`config.mk`:
```
export PLATFORM = sky130hd
export DESIGN_NAME = nesting_aware_argument_scanner_unit
export DESIGN_NICKNAME = d
export VERILOG_FILES = /design/src/design/nas_pkg.sv /design/src/design/nesting_aware_argument_scanner_unit.sv /design/src/design/nas_cfg_regs.sv /design/src/design/nas_scan_core.sv /design/src/design/nas_out_stage.sv
export SDC_FILE = /design/constraint.sdc
export NUM_CORES = 1
export LEC_CHECK = 0
export BUFFER_PORTS_ARGS = -buffer_cell sky130_fd_sc_hd__buf_2
export CAP_MARGIN = 5
export CORE_MARGIN = 2
export CORE_UTILIZATION = 45
export DETAILED_ROUTE_END_ITERATION = 8
export MAX_ROUTING_LAYER = met4
export PLACE_DENSITY = 0.73
export RECOVER_POWER = 25
export SYNTH_ARGS = -nofsm -noshare
export SYNTH_HDL_FRONTEND = slang
export SYNTH_SLANG_ARGS = --single-unit
```
`constraint.sdc`:
```
create_clock -name clk -period 4 [get_ports clk]
set_input_delay 0.6 -clock clk [delete_from_list [all_inputs] [get_ports clk]]
set_output_delay 0.6 -clock clk [all_outputs]
set_load 0.03 [all_outputs]
```
`src/design/nas_pkg.sv`:
```
// types and constants of the nesting-aware argument scanner
// no dependencies
`default_nettype none

package nas_pkg;

  localparam logic [7:0] CH_NUL    = 8'h00;
  localparam logic [7:0] CH_TAB    = 8'h09;
  localparam logic [7:0] CH_SPACE  = 8'h20;
  localparam logic [7:0] CH_SEMI   = 8'h3B;
  localparam logic [7:0] CH_LPAREN = 8'h28;
  localparam logic [7:0] CH_RPAREN = 8'h29;
  localparam logic [7:0] CH_LBRACK = 8'h5B;
  localparam logic [7:0] CH_RBRACK = 8'h5D;
  localparam logic [7:0] CH_SQUOTE = 8'h27;
  localparam logic [7:0] CH_DQUOTE = 8'h22;
  localparam logic [7:0] CH_COMMA  = 8'h2C;

  localparam logic [1:0] KIND_COPY = 2'd0;
  localparam logic [1:0] KIND_TERM = 2'd1;
  localparam logic [1:0] KIND_END  = 2'd2;

  localparam logic [1:0] ERR_NONE       = 2'd0;
  localparam logic [1:0] ERR_RPAREN     = 2'd1;
  localparam logic [1:0] ERR_RBRACK     = 2'd2;
  localparam logic [1:0] ERR_INCOMPLETE = 2'd3;

  localparam logic [2:0] REG_TERM_COUNT  = 3'd0;
  localparam logic [2:0] REG_TERM_CHAR_A = 3'd1;
  localparam logic [2:0] REG_TERM_CHAR_B = 3'd2;
  localparam logic [2:0] REG_TERM_CHAR_C = 3'd3;
  localparam logic [2:0] REG_TERM_CHAR_D = 3'd4;

  localparam int NUM_TERMS = 4;

  typedef struct packed {
    logic [2:0]                term_count;
    logic [NUM_TERMS-1:0][7:0] term_char;
  } nas_cfg_t;

  typedef struct packed {
    logic [1:0] error_code;
    logic [1:0] result_kind;
    logic [7:0] out_char;
  } nas_result_t;

endpackage

`default_nettype wire

```
`src/design/nesting_aware_argument_scanner_unit.sv`:
```
// Nesting-aware argument scanner: takes one character per item and copies
// an argument out of the stream, ending it on a semicolon outside quotes,
// on a configured terminator at nesting depth zero outside quotes, or on
// string end. Spaces and tabs give no result. One item is accepted every
// clock while the output is not stalled; the item waits in the input
// register while the combinational scan step reads the nesting state,
// and its result then loads into the result register. Both registers
// advance together whenever the result register is empty or being taken, so
// a stalled consumer holds one item in each stage. The user must write
// configuration only while the block is idle; the block does not enforce it.
// depends on nas_pkg, nas_cfg_regs, nas_scan_core, nas_out_stage
`default_nettype none

module nesting_aware_argument_scanner_unit
  import nas_pkg::*;
#(
  parameter int DEPTH_BITS = 8
) (
  input  wire logic       clk,
  input  wire logic       rst_n,
  input  wire logic       in_tvalid,
  output logic            in_tready,
  input  wire logic [7:0] in_tdata,   // [7:0] char_code
  input  wire logic       in_tuser,   // [0] end_mark
  output logic            out_tvalid,
  input  wire logic       out_tready,
  output logic [7:0]      out_tdata,  // [7:0] out_char
  output logic [3:0]      out_tuser,  // [1:0] result_kind, [3:2] error_code
  input  wire logic       cfg_we,
  input  wire logic [2:0] cfg_index,
  input  wire logic [7:0] cfg_wdata
);

  nas_cfg_t    cfg;
  nas_result_t res;
  nas_result_t out_res;
  logic        res_push;
  logic        out_room;

  nas_cfg_regs u_cfg (
    .clk       (clk),
    .rst_n     (rst_n),
    .cfg_we    (cfg_we),
    .cfg_index (cfg_index),
    .cfg_wdata (cfg_wdata),
    .cfg       (cfg)
  );

  nas_scan_core #(
    .DEPTH_BITS (DEPTH_BITS)
  ) u_core (
    .clk       (clk),
    .rst_n     (rst_n),
    .cfg       (cfg),
    .in_tvalid (in_tvalid),
    .in_tready (in_tready),
    .in_char   (in_tdata),
    .in_end    (in_tuser),
    .out_room  (out_room),
    .res_push  (res_push),
    .res       (res)
  );

  nas_out_stage u_out (
    .clk        (clk),
    .rst_n      (rst_n),
    .res_push   (res_push),
    .res        (res),
    .out_room   (out_room),
    .out_tvalid (out_tvalid),
    .out_tready (out_tready),
    .out_res    (out_res)
  );

  assign out_tdata = out_res.out_char;
  assign out_tuser = {out_res.error_code, out_res.result_kind};

endmodule

`default_nettype wire

```
`src/design/nas_cfg_regs.sv`:
```
// configuration registers: terminator count and terminator characters
// depends on nas_pkg
`default_nettype none

module nas_cfg_regs
  import nas_pkg::*;
(
  input  wire logic       clk,
  input  wire logic       rst_n,
  input  wire logic       cfg_we,
  input  wire logic [2:0] cfg_index,
  input  wire logic [7:0] cfg_wdata,
  output nas_cfg_t        cfg
);

  nas_cfg_t cfg_r;
  nas_cfg_t cfg_nxt;

  always_comb begin
    cfg_nxt = cfg_r;
    if (cfg_we) begin
      case (cfg_index)
        REG_TERM_COUNT:  cfg_nxt.term_count   = cfg_wdata[2:0];
        REG_TERM_CHAR_A: cfg_nxt.term_char[0] = cfg_wdata;
        REG_TERM_CHAR_B: cfg_nxt.term_char[1] = cfg_wdata;
        REG_TERM_CHAR_C: cfg_nxt.term_char[2] = cfg_wdata;
        REG_TERM_CHAR_D: cfg_nxt.term_char[3] = cfg_wdata;
        default: ;
      endcase
    end
  end

  always_ff @(posedge clk) begin
    if (!rst_n) begin
      cfg_r.term_count   <= 3'd1;
      cfg_r.term_char[0] <= CH_COMMA;
      cfg_r.term_char[1] <= CH_NUL;
      cfg_r.term_char[2] <= CH_NUL;
      cfg_r.term_char[3] <= CH_NUL;
    end else begin
      cfg_r <= cfg_nxt;
    end
  end

  assign cfg = cfg_r;

endmodule

`default_nettype wire

```
`src/design/nas_scan_core.sv`:
```
// input register, nesting state and the per-character scan step
// depends on nas_pkg
`default_nettype none

module nas_scan_core
  import nas_pkg::*;
#(
  parameter int DEPTH_BITS = 8
) (
  input  wire logic       clk,
  input  wire logic       rst_n,
  input  wire nas_cfg_t   cfg,
  input  wire logic       in_tvalid,
  output logic            in_tready,
  input  wire logic [7:0] in_char,
  input  wire logic       in_end,
  input  wire logic       out_room,
  output logic            res_push,
  output nas_result_t     res
);

  localparam logic [DEPTH_BITS-1:0] DEPTH_MAX = '1;
  localparam logic [DEPTH_BITS-1:0] DEPTH_ONE = DEPTH_BITS'(1);

  logic                  in_valid_r, in_valid_nxt;
  logic [7:0]            in_char_r;
  logic                  in_end_r;
  logic [DEPTH_BITS-1:0] paren_r, paren_nxt;
  logic [DEPTH_BITS-1:0] brack_r, brack_nxt;
  logic                  squote_r, squote_nxt;
  logic                  dquote_r, dquote_nxt;

  logic       advance;
  logic       accept;
  logic       quoted;
  logic       is_term;
  logic       open_err;
  logic       has_res;
  logic [2:0] term_n;

  assign advance   = in_valid_r && out_room;
  assign in_tready = !in_valid_r || advance;
  assign accept    = in_tvalid && in_tready;

  // counts above four behave as four
  assign term_n = (cfg.term_count > 3'd4) ? 3'd4 : cfg.term_count;

  always_comb begin
    is_term = 1'b0;
    for (int i = 0; i < NUM_TERMS; i++) begin
      if (term_n > 3'(i) && cfg.term_char[i] == in_char_r) begin
        is_term = 1'b1;
      end
    end
    if (in_char_r == CH_NUL) begin
      is_term = 1'b0;
    end
  end

  assign quoted   = squote_r || dquote_r;
  assign open_err = (paren_r != '0) || (brack_r != '0) || squote_r || dquote_r;

  always_comb begin
    paren_nxt       = paren_r;
    brack_nxt       = brack_r;
    squote_nxt      = squote_r;
    dquote_nxt      = dquote_r;
    has_res         = 1'b1;
    res.out_char    = in_char_r;
    res.result_kind = KIND_COPY;
    res.error_code  = ERR_NONE;
    if (in_end_r || in_char_r == CH_NUL) begin
      res.out_char    = CH_NUL;
      res.result_kind = KIND_END;
      res.error_code  = open_err ? ERR_INCOMPLETE : ERR_NONE;
      paren_nxt       = '0;
      brack_nxt       = '0;
      squote_nxt      = 1'b0;
      dquote_nxt      = 1'b0;
    end else if (in_char_r == CH_SPACE || in_char_r == CH_TAB) begin
      has_res = 1'b0;
    end else if (!quoted && (in_char_r == CH_SEMI ||
                 (is_term && paren_r == '0 && brack_r == '0))) begin
      res.result_kind = KIND_TERM;
      res.error_code  = open_err ? ERR_INCOMPLETE : ERR_NONE;
      paren_nxt       = '0;
      brack_nxt       = '0;
      squote_nxt      = 1'b0;
      dquote_nxt      = 1'b0;
    end else begin
      case (in_char_r)
        CH_LPAREN: begin
          if (!quoted && paren_r != DEPTH_MAX) paren_nxt = paren_r + DEPTH_ONE;
        end
        CH_RPAREN: begin
          if (!quoted) begin
            if (paren_r == '0) res.error_code = ERR_RPAREN;
            else               paren_nxt = paren_r - DEPTH_ONE;
          end
        end
        CH_LBRACK: begin
          if (!quoted && brack_r != DEPTH_MAX) brack_nxt = brack_r + DEPTH_ONE;
        end
        CH_RBRACK: begin
          if (!quoted) begin
            if (brack_r == '0) res.error_code = ERR_RBRACK;
            else               brack_nxt = brack_r - DEPTH_ONE;
          end
        end
        CH_SQUOTE: begin
          if (!dquote_r) squote_nxt = !squote_r;
        end
        CH_DQUOTE: begin
          if (!squote_r) dquote_nxt = !dquote_r;
        end
        default: ;
      endcase
    end
  end

  assign res_push = advance && has_res;

  always_comb begin
    in_valid_nxt = in_valid_r;
    if (accept)       in_valid_nxt = 1'b1;
    else if (advance) in_valid_nxt = 1'b0;
  end

  always_ff @(posedge clk) begin
    if (!rst_n) begin
      in_valid_r <= 1'b0;
      paren_r    <= '0;
      brack_r    <= '0;
      squote_r   <= 1'b0;
      dquote_r   <= 1'b0;
    end else begin
      in_valid_r <= in_valid_nxt;
      if (advance) begin
        paren_r  <= paren_nxt;
        brack_r  <= brack_nxt;
        squote_r <= squote_nxt;
        dquote_r <= dquote_nxt;
      end
    end
  end

  always_ff @(posedge clk) begin
    if (accept) begin
      in_char_r <= in_char;
      in_end_r  <= in_end;
    end
  end

endmodule

`default_nettype wire

```
`src/design/nas_out_stage.sv`:
```
// result register in front of the output stream
// depends on nas_pkg
`default_nettype none

module nas_out_stage
  import nas_pkg::*;
(
  input  wire logic        clk,
  input  wire logic        rst_n,
  input  wire logic        res_push,
  input  wire nas_result_t res,
  output logic             out_room,
  output logic             out_tvalid,
  input  wire logic        out_tready,
  output nas_result_t      out_res
);

  logic        out_valid_r, out_valid_nxt;
  nas_result_t res_r;

  assign out_room = !out_valid_r || out_tready;

  always_comb begin
    out_valid_nxt = out_valid_r;
    if (res_push)        out_valid_nxt = 1'b1;
    else if (out_tready) out_valid_nxt = 1'b0;
  end

  always_ff @(posedge clk) begin
    if (!rst_n) begin
      out_valid_r <= 1'b0;
    end else begin
      out_valid_r <= out_valid_nxt;
    end
  end

  always_ff @(posedge clk) begin
    if (res_push) res_r <= res;
  end

  assign out_tvalid = out_valid_r;
  assign out_res    = res_r;

endmodule

`default_nettype wire

```
==> results of run 1 <==
[through the flow]
stage | total power (µW) | hold slack, ns | setup WS, ns
6_report | 1580 | 0.411 | 0.866
5_1_grt | 1640 | 0.389 | 0.624
4_1_cts | 1590 | 0.399 | 0.880
3_5_place_dp | 995 | 0.476 | 0.892
2_1_floorplan | 951 | 0.456 | 0.951
3_3_place_gp | 991 | 0.471 | 0.959
[state kept, by name, summed over array words and instances (netlist names)]
name	cells
u_out.out_res	12
u_core.dquote_r	1
u_cfg.cfg	35
u_core.in_end_r	1
u_core.brack_r	8
u_core.paren_r	8
u_core.in_char_r	8
u_core.in_valid_r	1
u_out.out_tvalid	1
u_core.squote_r	1
[where the power goes]
| group | leakage (µW) | total [µW] | switching, µW | internal (µW) |
|---|---|---|---|---|
| sequential | 0.000647 | 839 | 27.1 | 812 |
| combinational | 0.00104 | 139 | 82.9 | 56.6 |
| clock | 0.0000977 | 599 | 313 | 286 |
[cells in the final DEF, fill, tap and decap left out, types with 3 or more instances in the layout]
cell type and instances:
nand2_1 94, dfxtp_1 55, buf_2 38, xnor2_1 36, a21boi_0 30, edfxtp_1 21
nand4_1 19, nand3_1 19, nor2_1 16, nor2b_1 12, mux2i_1 12, ha_1 12
and2_1 11, a21oi_1 10, clkbuf_8 10, nor3_1 8, a21o_1 6, xor2_1 6
nor4_1 5, o21ai_0 5, inv_1 4, a31oi_1 4, o2bb2ai_1 4, nor3b_1 3
or2_2 3, o22ai_1 3, or3_1 3, and3_1 3, o21bai_1 3
[logic make-up after synthesis]
group	Yosys count	synth area share
compound gates	85	0.151
xor+xnor	42	0.0853
fa+ha+maj	14	0.0441
buf+inv	32	0.0363
flops	76	0.402
mux	13	0.0305
simple gates	212	0.251
[worst max-delay path, cell delays in order (launching register included)]
cell,delay [ns]
edfxtp_1,0.65
nand2_1,0.20
and4bb_1,0.56
ha_1,0.31
a21o_2,0.22
a211oi_1,0.27
o21ai_0,0.13
o211ai_1,0.11
mux2_2,0.36
nand4b_1,0.17
nand3_1,0.10
[synthesized netlist by cell type (all sizes together), types with 3 or more instances]
cell / instances
nand2: 95
dfxtp: 55
xnor2: 36
a21boi: 30
edfxtp: 21
nand3: 19
nand4: 19
nor2: 16
clkbuf: 14
a21oi: 13
and2: 13
buf: 13
ha: 12
mux2i: 12
nor2b: 12
nor3: 9
o21ai: 9
a21o: 7
nor4: 7
xor2: 6
inv: 5
a31oi: 4
o2bb2ai: 4
and3: 3
nor3b: 3
o21bai: 3
o22ai: 3
or2: 3
or3: 3
[layer usage]
layer,vias up,part of all wire,global-route usage
met5,-,0,-
met2,84,0.45,0.296
li1,1725,-,-
met4,0,0.011,0.0523
met1,1624,0.48,0.289
met3,8,0.059,0.0410
[worst max path at each step]
stage,from,end,slack (ns),cells after the start
global route,u_core.in_char_r[0],u_core.brack_r[7],0.62,10
floorplan,u_core.in_char_r[5],u_core.paren_r[6],0.95,12
detailed placement,u_core.in_char_r[0],u_core.brack_r[7],0.89,10
global placement,u_core.in_char_r[5],u_core.brack_r[7],0.96,10
finish,u_core.in_char_r[0],u_core.brack_r[7],0.87,10
CTS,u_core.in_char_r[0],u_core.brack_r[7],0.88,10
[layout make-up]
| class | count | share of cell area |
|---|---|---|
| Sequential cell | 76 | 0.365 |
| Timing Repair Buffer | 40 | 0.0425 |
| Clock buffer | 11 | 0.0343 |
| Tap cell | 129 | 0.0340 |
| Inverter | 5 | 0.00396 |
| Multi-Input combinational cell | 366 | 0.511 |
| Clock inverter | 5 | 0.00871 |
==> results.cfg, run 1 <==
[routing]
first_pass_iters = 4
via_count = 3441
drt_iter0_markers = 220
drcViolationCount = 0
wl_per_cell_um = 15.1
final_antenna_net_count = 0
drt-total-wl_um = 9550
viasPerCell = 5.44

[synth]
synth_flop_cell = dfxtp_1
yosysTopAreaCell = dfxtp_1
netlist_area_um2 = 4310
ys_seq_area_frac = 0.402
yosys_warnings = 0
synth_cells = 474
async_flop_share = 0
synth_seq_cells = 76
synth_cell_types = 62
synthTopCellsByArea = dfxtp_1, edfxtp_1, nand2_1
synth-edff-count = 21
synthesis.nets = 513
avgSynthCellArea_um2 = 9.10
synth_top_area_frac = 0.255

[layout]
fin_nets = 537
n_antenna_cell = 0
fin_util = 0.511
multiInputGateArea_um2 = 2420
fillers = 868
drive_above_1_share = 0.151
fin_area_um2 = 4740
layout.cells.non_filler = 632
area_delta_synth_final_pct = 9.95
seqCellArea_um2 = 1730

[worst_setup_path]
required_ns = 4.30
start_kind = flop
cp_max_fo = 12
r2r-start = u_core.in_char_r[0]
reg2reg_depth = 10
cp.arrival_ns = 3.44
crit_type = reg2reg
crit_path_end_kind = flop
ff2ff_setup_slack_ns = 0.87
worstReg2RegEnd = u_core.brack_r[7]

[clocking]
h-tree-depth = 3
clock_tree.root_cell = clkbuf_8
cts_tree = yes
post_cts_buffers = 0
path_clk_slew_ns = 0.09
cts_sinks = 76
clock_latency_ns = 0.36
clockBufferDepth = 2
cts_resized = 0
cts-hold-fix-buffers = 0
cts_made_buffers = 9

[sta]
setup_viol = 0
rsz0062_at_grt = no
finalCritPeriodShare = 0.784
relSlewSlack = -0.432
fin_skew_ns = 0.0121
slew_viol_final = 58
setup_tns_ns = 0
period_minus_slack_ns = 3.13
fmax_mhz = 319
worstMarginPinSlew_ns = 2.15
hold_violations = 0

[floorplanning]
fp-row-count = 35
io_pins = 39
die_area_um2 = 10400
fp.dieH_um = 102
initial_core_util = 0.464
die_x_um = 102
core-area_um2 = 9280

[run_status]
violations = capacitance limit, slew limit
status = complete, but fails checks

[power_and_ir_drop]
powerDensity_nw_per_um2 = 333
leakage_uw = 0.00178
ir_worst_vdd_uv = 182

[min_path]
min_path_cells = 1
hp-start = in_tuser
hold_end = u_core.in_end_r
hold_path_class = in2reg

[place]
place.gp.congestion = 0.900
dp_hpwl_um = 6930
io_buffer_count = 38
dp.cells = 616
placed_area_um2 = 4540

[grt]
grt_pass1_vias = 3135
overflow = 0
antenna_found_initial = 0
grtUsageTotal = 0.203
grt_pass1_wl_um = 15700
grt_max_degree = 58

[run]
cap_violations = 1
Note: power is estimated with default switching activity, not from simulation.
==> run 2, diff against run 1 <==
--- a/config.mk
+++ b/config.mk
@@ -11,7 +11,7 @@
 export CORE_UTILIZATION = 45
 export DETAILED_ROUTE_END_ITERATION = 8
 export MAX_ROUTING_LAYER = met4
-export PLACE_DENSITY = 0.73
+export PLACE_DENSITY = 0.76
 export RECOVER_POWER = 25
 export SYNTH_ARGS = -nofsm -noshare
 export SYNTH_HDL_FRONTEND = slang
==> constraint.sdc (replaced) <==
create_clock -name clk -period 2.6 [get_ports clk]
set_input_delay 0.39 -clock clk [delete_from_list [all_inputs] [get_ports clk]]
set_output_delay 0.39 -clock clk [all_outputs]
set_load 0.03 [all_outputs]
==> results.cfg, run 2 (synthesis gave the netlist of run 1 again) <==
[floorplanning]
core-area_um2 = 9280
initial_core_util = 0.464
fp.dieH_um = 102
die_area_um2 = 10400
die_x_um = 102
io_pins = 39
fp-row-count = 35

[power_and_ir_drop]
powerDensity_nw_per_um2 = 489
leakage_uw = 0.00195
ir_worst_vdd_uv = 305
finalPower_uw = 2550

[routing]
drcViolationCount = 0
final_antenna_net_count = 0
via_count = 3681
viasPerCell = 5.54
wl_per_cell_um = 15.9
first_pass_iters = 5
drt_iter0_markers = 241
drt-total-wl_um = 10600

[sta]
fin_skew_ns = 0.00952
hold_violations = 0
setup_viol = 6
setup_ws_ns = -0.146
period_minus_slack_ns = 2.75
worstMarginPinSlew_ns = 0.715
rsz0062_at_grt = yes
fmax_mhz = 364
relSlewSlack = 0.523
finalCritPeriodShare = 1.06
slew_viol_final = 0

[layout]
final_common_cell = nand2_1
n_antenna_cell = 0
largest_reg_flops = 35
layout.cells.non_filler = 664
area_delta_synth_final_pct = 20.8
fin_nets = 569
drive_above_1_share = 0.243
final_cell_mix = nand2_1, dfxtp_1, buf_2

[worst_setup_path]
cp.arrival_ns = 2.98
cp_max_fo = 6
crit_path_end_kind = flop
required_ns = 2.84
r2r-start = u_core.in_char_r[6]
ff2ff_setup_slack_ns = -0.15
worstReg2RegEnd = u_core.paren_r[7]
reg2reg_depth = 13
start_kind = flop
crit_type = reg2reg

[grt]
overflow = 0
grt_pass1_vias = 3413
grtUsageTotal = 0.211
grt_max_degree = 57
grt_pass1_wl_um = 16700
antenna_found_initial = 0

[place]
dp_hpwl_um = 7200
dp.cells = 635
place.gp.congestion = 0.967
io_buffer_count = 38

[run_status]
status = complete, but fails checks
violations = setup timing

[min_path]
hold_end = u_core.in_char_r[6]
hold_path_class = in2reg
min_path_cells = 1
hp-start = in_tdata[6]

[clocking]
h-tree-depth = 3
clock_latency_ns = 0.34
cts_sinks = 76
path_clk_slew_ns = 0.08
clock_tree.root_cell = clkbuf_8
cts_tree = yes
clockBufferDepth = 2
cts_made_buffers = 9

[run]
cap_violations = 0
-- run 2: changes by cell type in the layout (fill, tap and decap cells not counted), moves of 3 or more --
cell      delta
o21ai_2      +3
a21oi_1      -3
buf_6        +3
ha_1         -8
o21ai_0      -4
clkbuf_1     +3
buf_4       +28
ha_4         +8
-- run 2: repair_timing --
item	CTS	global route
gates resized for setup	3	27
setup buffers	9	6
hold buffers	0	0
endpoints found under the setup margin	4	8
pin swaps	9	23
-- run 2: metrics by stage --
step	TNS (ns)	setup WS [ns]	area [µm²]	hold WS [ns]	utilization
floorplan	-0.0938	-0.0756	4360	0.456	-
global placement	0	0.0192	4710	0.463	0.508
detailed placement	-0.150	-0.0742	4710	0.472	0.508
CTS	-0.00785	-0.00785	5020	0.200	0.541
global route	-1.60	-0.238	5210	0.200	0.561
finish	-0.296	-0.146	5210	0.218	0.561
-- run 2: report_power, final --
part,total (µW),switching [µW],internal (µW),leakage (µW)
clock network,1010,442,571,0.000114
logic,260,154,106,0.00119
registers,1270,24.1,1250,0.000647
total,2550,620,1930,0.00195
-- run 2: routing by layer --
layer  wire length (µm)  GRT usage  part of all wire  vias up
li1                   -          -                 -     1782
met4                209     0.0677             0.020        0
met3                531     0.0397             0.050       20
met2               5060      0.324              0.48      107
met1               4780      0.284              0.45     1772
met5                  0          -                 0        -
-- run 2: area by class of cell --
type | instances | area [µm²]
Fill cell | 832 | 4070
Multi-Input combinational cell | 366 | 2630
Sequential cell | 76 | 1730
Timing Repair Buffer | 72 | 448
Tap cell | 129 | 161
Clock buffer | 11 | 141
Clock inverter | 5 | 83.8
Inverter | 5 | 18.8
-- run 2: critical path, cell delays in order (launching register included) --
cell and delay (ns):
edfxtp_1 0.46, nor3b_4 0.24, and2_4 0.17, nor4b_4 0.22, buf_6 0.17, buf_6 0.11, buf_4 0.16, ha_1 0.23
nor3_2 0.07, nor2_1 0.21, a21oi_1 0.13, nand3b_1 0.21, a31oi_1 0.17, o22ai_1 0.09
-- run 2: worst max path at each step --
stage	startpoint	end	slack (ns)	depth (start not counted)
6_report	u_core.in_char_r[6]	u_core.paren_r[7]	-0.15	13
5_1_grt	u_core.in_char_r[6]	u_core.paren_r[7]	-0.24	13
4_1_cts	u_core.in_char_r[7]	u_core.paren_r[7]	-0.008	13
3_5_place_dp	u_core.in_char_r[7]	u_core.paren_r[7]	-0.07	12
3_3_place_gp	u_core.in_char_r[7]	u_core.paren_r[5]	0.02	11
2_1_floorplan	u_core.in_char_r[7]	u_core.paren_r[6]	-0.08	12
==> run 3, diff against run 2 <==
--- a/config.mk
+++ b/config.mk
@@ -8,11 +8,12 @@
 export BUFFER_PORTS_ARGS = -buffer_cell sky130_fd_sc_hd__buf_2
 export CAP_MARGIN = 5
 export CORE_MARGIN = 2
-export CORE_UTILIZATION = 45
+export CORE_UTILIZATION = 41
 export DETAILED_ROUTE_END_ITERATION = 8
 export MAX_ROUTING_LAYER = met4
-export PLACE_DENSITY = 0.76
+export PLACE_DENSITY = 0.71
 export RECOVER_POWER = 25
 export SYNTH_ARGS = -nofsm -noshare
 export SYNTH_HDL_FRONTEND = slang
+export SYNTH_HIERARCHICAL = 1
 export SYNTH_SLANG_ARGS = --single-unit
==> results.cfg, run 3 <==
[sta]
slew_viol_final = 0
setup_ws_ns = -0.153
setup_viol = 2
rsz0062_at_grt = yes
fin_skew_ns = 0.00921
relSlewSlack = 0.294
fmax_mhz = 363
finalCritPeriodShare = 1.06
worstMarginPinSlew_ns = 1.06
hold_violations = 0
period_minus_slack_ns = 2.75

[synth]
synth_seq_cells = 76
netlist_area_um2 = 4250
synthesis.nets = 455
async_flop_share = 0
synth_top_area_frac = 0.259
synth_flop_cell = dfxtp_1
synth_commonest_cells = dfxtp_1, nand2_1, xor2_1, mux2i_1, nor2_1
synthTopCellsByArea = dfxtp_1, edfxtp_1, mux2i_1
yosys_warnings = 6
yosysTopAreaCell = dfxtp_1
avgSynthCellArea_um2 = 10.2
synth-edff-count = 21
ys_seq_area_frac = 0.407
synth_most_common_cell = dfxtp_1
synth_cells = 416
synth_cell_types = 65

[min_path]
hold_path_class = in2reg
min_path_cells = 1

[grt]
grt_pass1_vias = 3355
antenna_found_initial = 0
grt_pass1_wl_um = 16000
grtUsageTotal = 0.186
overflow = 0
grt_max_degree = 55

[place]
io_buffer_count = 38
dp_hpwl_um = 6930
dp_slack_ns = -0.239
dp.cells = 606
placed_area_um2 = 4760
place.gp.congestion = 0.877

[worst_setup_path]
required_ns = 2.89
crit_path_end_kind = flop
reg2reg_depth = 12
cp.arrival_ns = 3.04
start_kind = flop
cp_max_fo = 4
crit_type = reg2reg

[clocking]
clockBufferDepth = 2
cts_made_buffers = 9
cts-hold-fix-buffers = 0
cts_sinks = 76
path_clk_slew_ns = 0.08
h-tree-depth = 3
clock_latency_ns = 0.36
clock_tree.root_cell = clkbuf_8
cts_tree = yes

[routing]
final_antenna_net_count = 0
drt-total-wl_um = 9710
drcViolationCount = 0
drt_iter0_markers = 108
viasPerCell = 5.33
first_pass_iters = 4
wl_per_cell_um = 15.4
via_count = 3366

[layout]
layout.cells.non_filler = 632
final_cell_mix = dfxtp_1, nand2_1, buf_4
n_antenna_cell = 0
drive_above_1_share = 0.296
area_delta_synth_final_pct = 22.0
fin_nets = 530
fin_area_um2 = 5180
largest_reg_flops = 35
final_common_cell = dfxtp_1

[power_and_ir_drop]
leakage_uw = 0.00223
ir_worst_vdd_uv = 285
powerDensity_nw_per_um2 = 482

[floorplanning]
fp-row-count = 37
die_x_um = 106
fp.dieH_um = 106
die_area_um2 = 11200
core-area_um2 = 10200
initial_core_util = 0.417
io_pins = 39

[run_status]
violations = setup timing
status = complete, but fails checks

[run]
cap_violations = 0
run 3: final timing paths:
path                  endpoint           startpoint  slack, ns
max          u_core/paren_r[7]  u_core/in_char_r[7]      -0.15
min            u_core/in_end_r             in_tuser       0.20
max reg2reg  u_core/paren_r[7]  u_core/in_char_r[7]      -0.15
min reg2reg      u_cfg/cfg[34]        u_cfg/cfg[34]       0.47
run 3: timing repair:
item	4_1_cts	5_1_grt
pin swaps	7	16
setup buffers	3	8
cloned	0	0
gates resized for setup	11	19
endpoints found under the setup margin	10	33
run 3: layout make-up:
cell class,instances,area [µm²]
clock buffers,10,149
clock inverters,6,68.8
fillers,918,5000
inverters,11,43.8
multi-input cells,309,2450
flip-flops and latches,76,1730
well taps,136,170
repair buffers,84,567
run 3: layer usage:
| metal | vias up | part of all wire | wire length (µm) | track usage |
|---|---|---|---|---|
| met2 | 88 | 0.48 | 4680 | 0.301 |
| met5 | - | 0 | 0 | - |
| met1 | 1608 | 0.44 | 4260 | 0.225 |
| met3 | 20 | 0.057 | 558 | 0.0495 |
| met4 | 0 | 0.022 | 212 | 0.0677 |
| li1 | 1650 | - | - | - |
run 3: per-stage QoR:
stage	total power, µW	hold WS [ns]	TNS [ns]	utilization
after floorplan	1460	0.435	-0.306	-
after global placement	1530	0.446	-0.279	0.468
after detailed placement	1540	0.456	-0.632	0.468
after CTS	2510	0.183	-0.161	0.496
after global routing	2590	0.185	-0.639	0.509
final	2500	0.199	-0.165	0.509
run 3: cell families after synthesis:
family	after synthesis	synth area share
AOI/OAI and AO/OA	61	0.124
xor gates and xnor gates	46	0.0948
adders and majority gates	14	0.0447
buffers and inverters	31	0.0445
DFF	76	0.407
muxes	36	0.0848
and+or+nand+nor	152	0.200
run 3: worst max-delay path: stages, from the launching register on:
cell,delay [ns]
edfxtp_1,0.40
or3b_4,0.43
nor3_4,0.16
nand3_2,0.14
inv_4,0.11
ha_4,0.20
a21o_1,0.15
a21oi_2,0.14
o211ai_1,0.12
a211o_1,0.31
a2111oi_2,0.31
o21ai_1,0.12
o211ai_1,0.09
run 3: power breakdown:
group	total, µW	switching [µW]	internal [µW]
combinational	271	164	107
sequential	1270	16.5	1250
clock	964	456	508
total	2500	636	1860
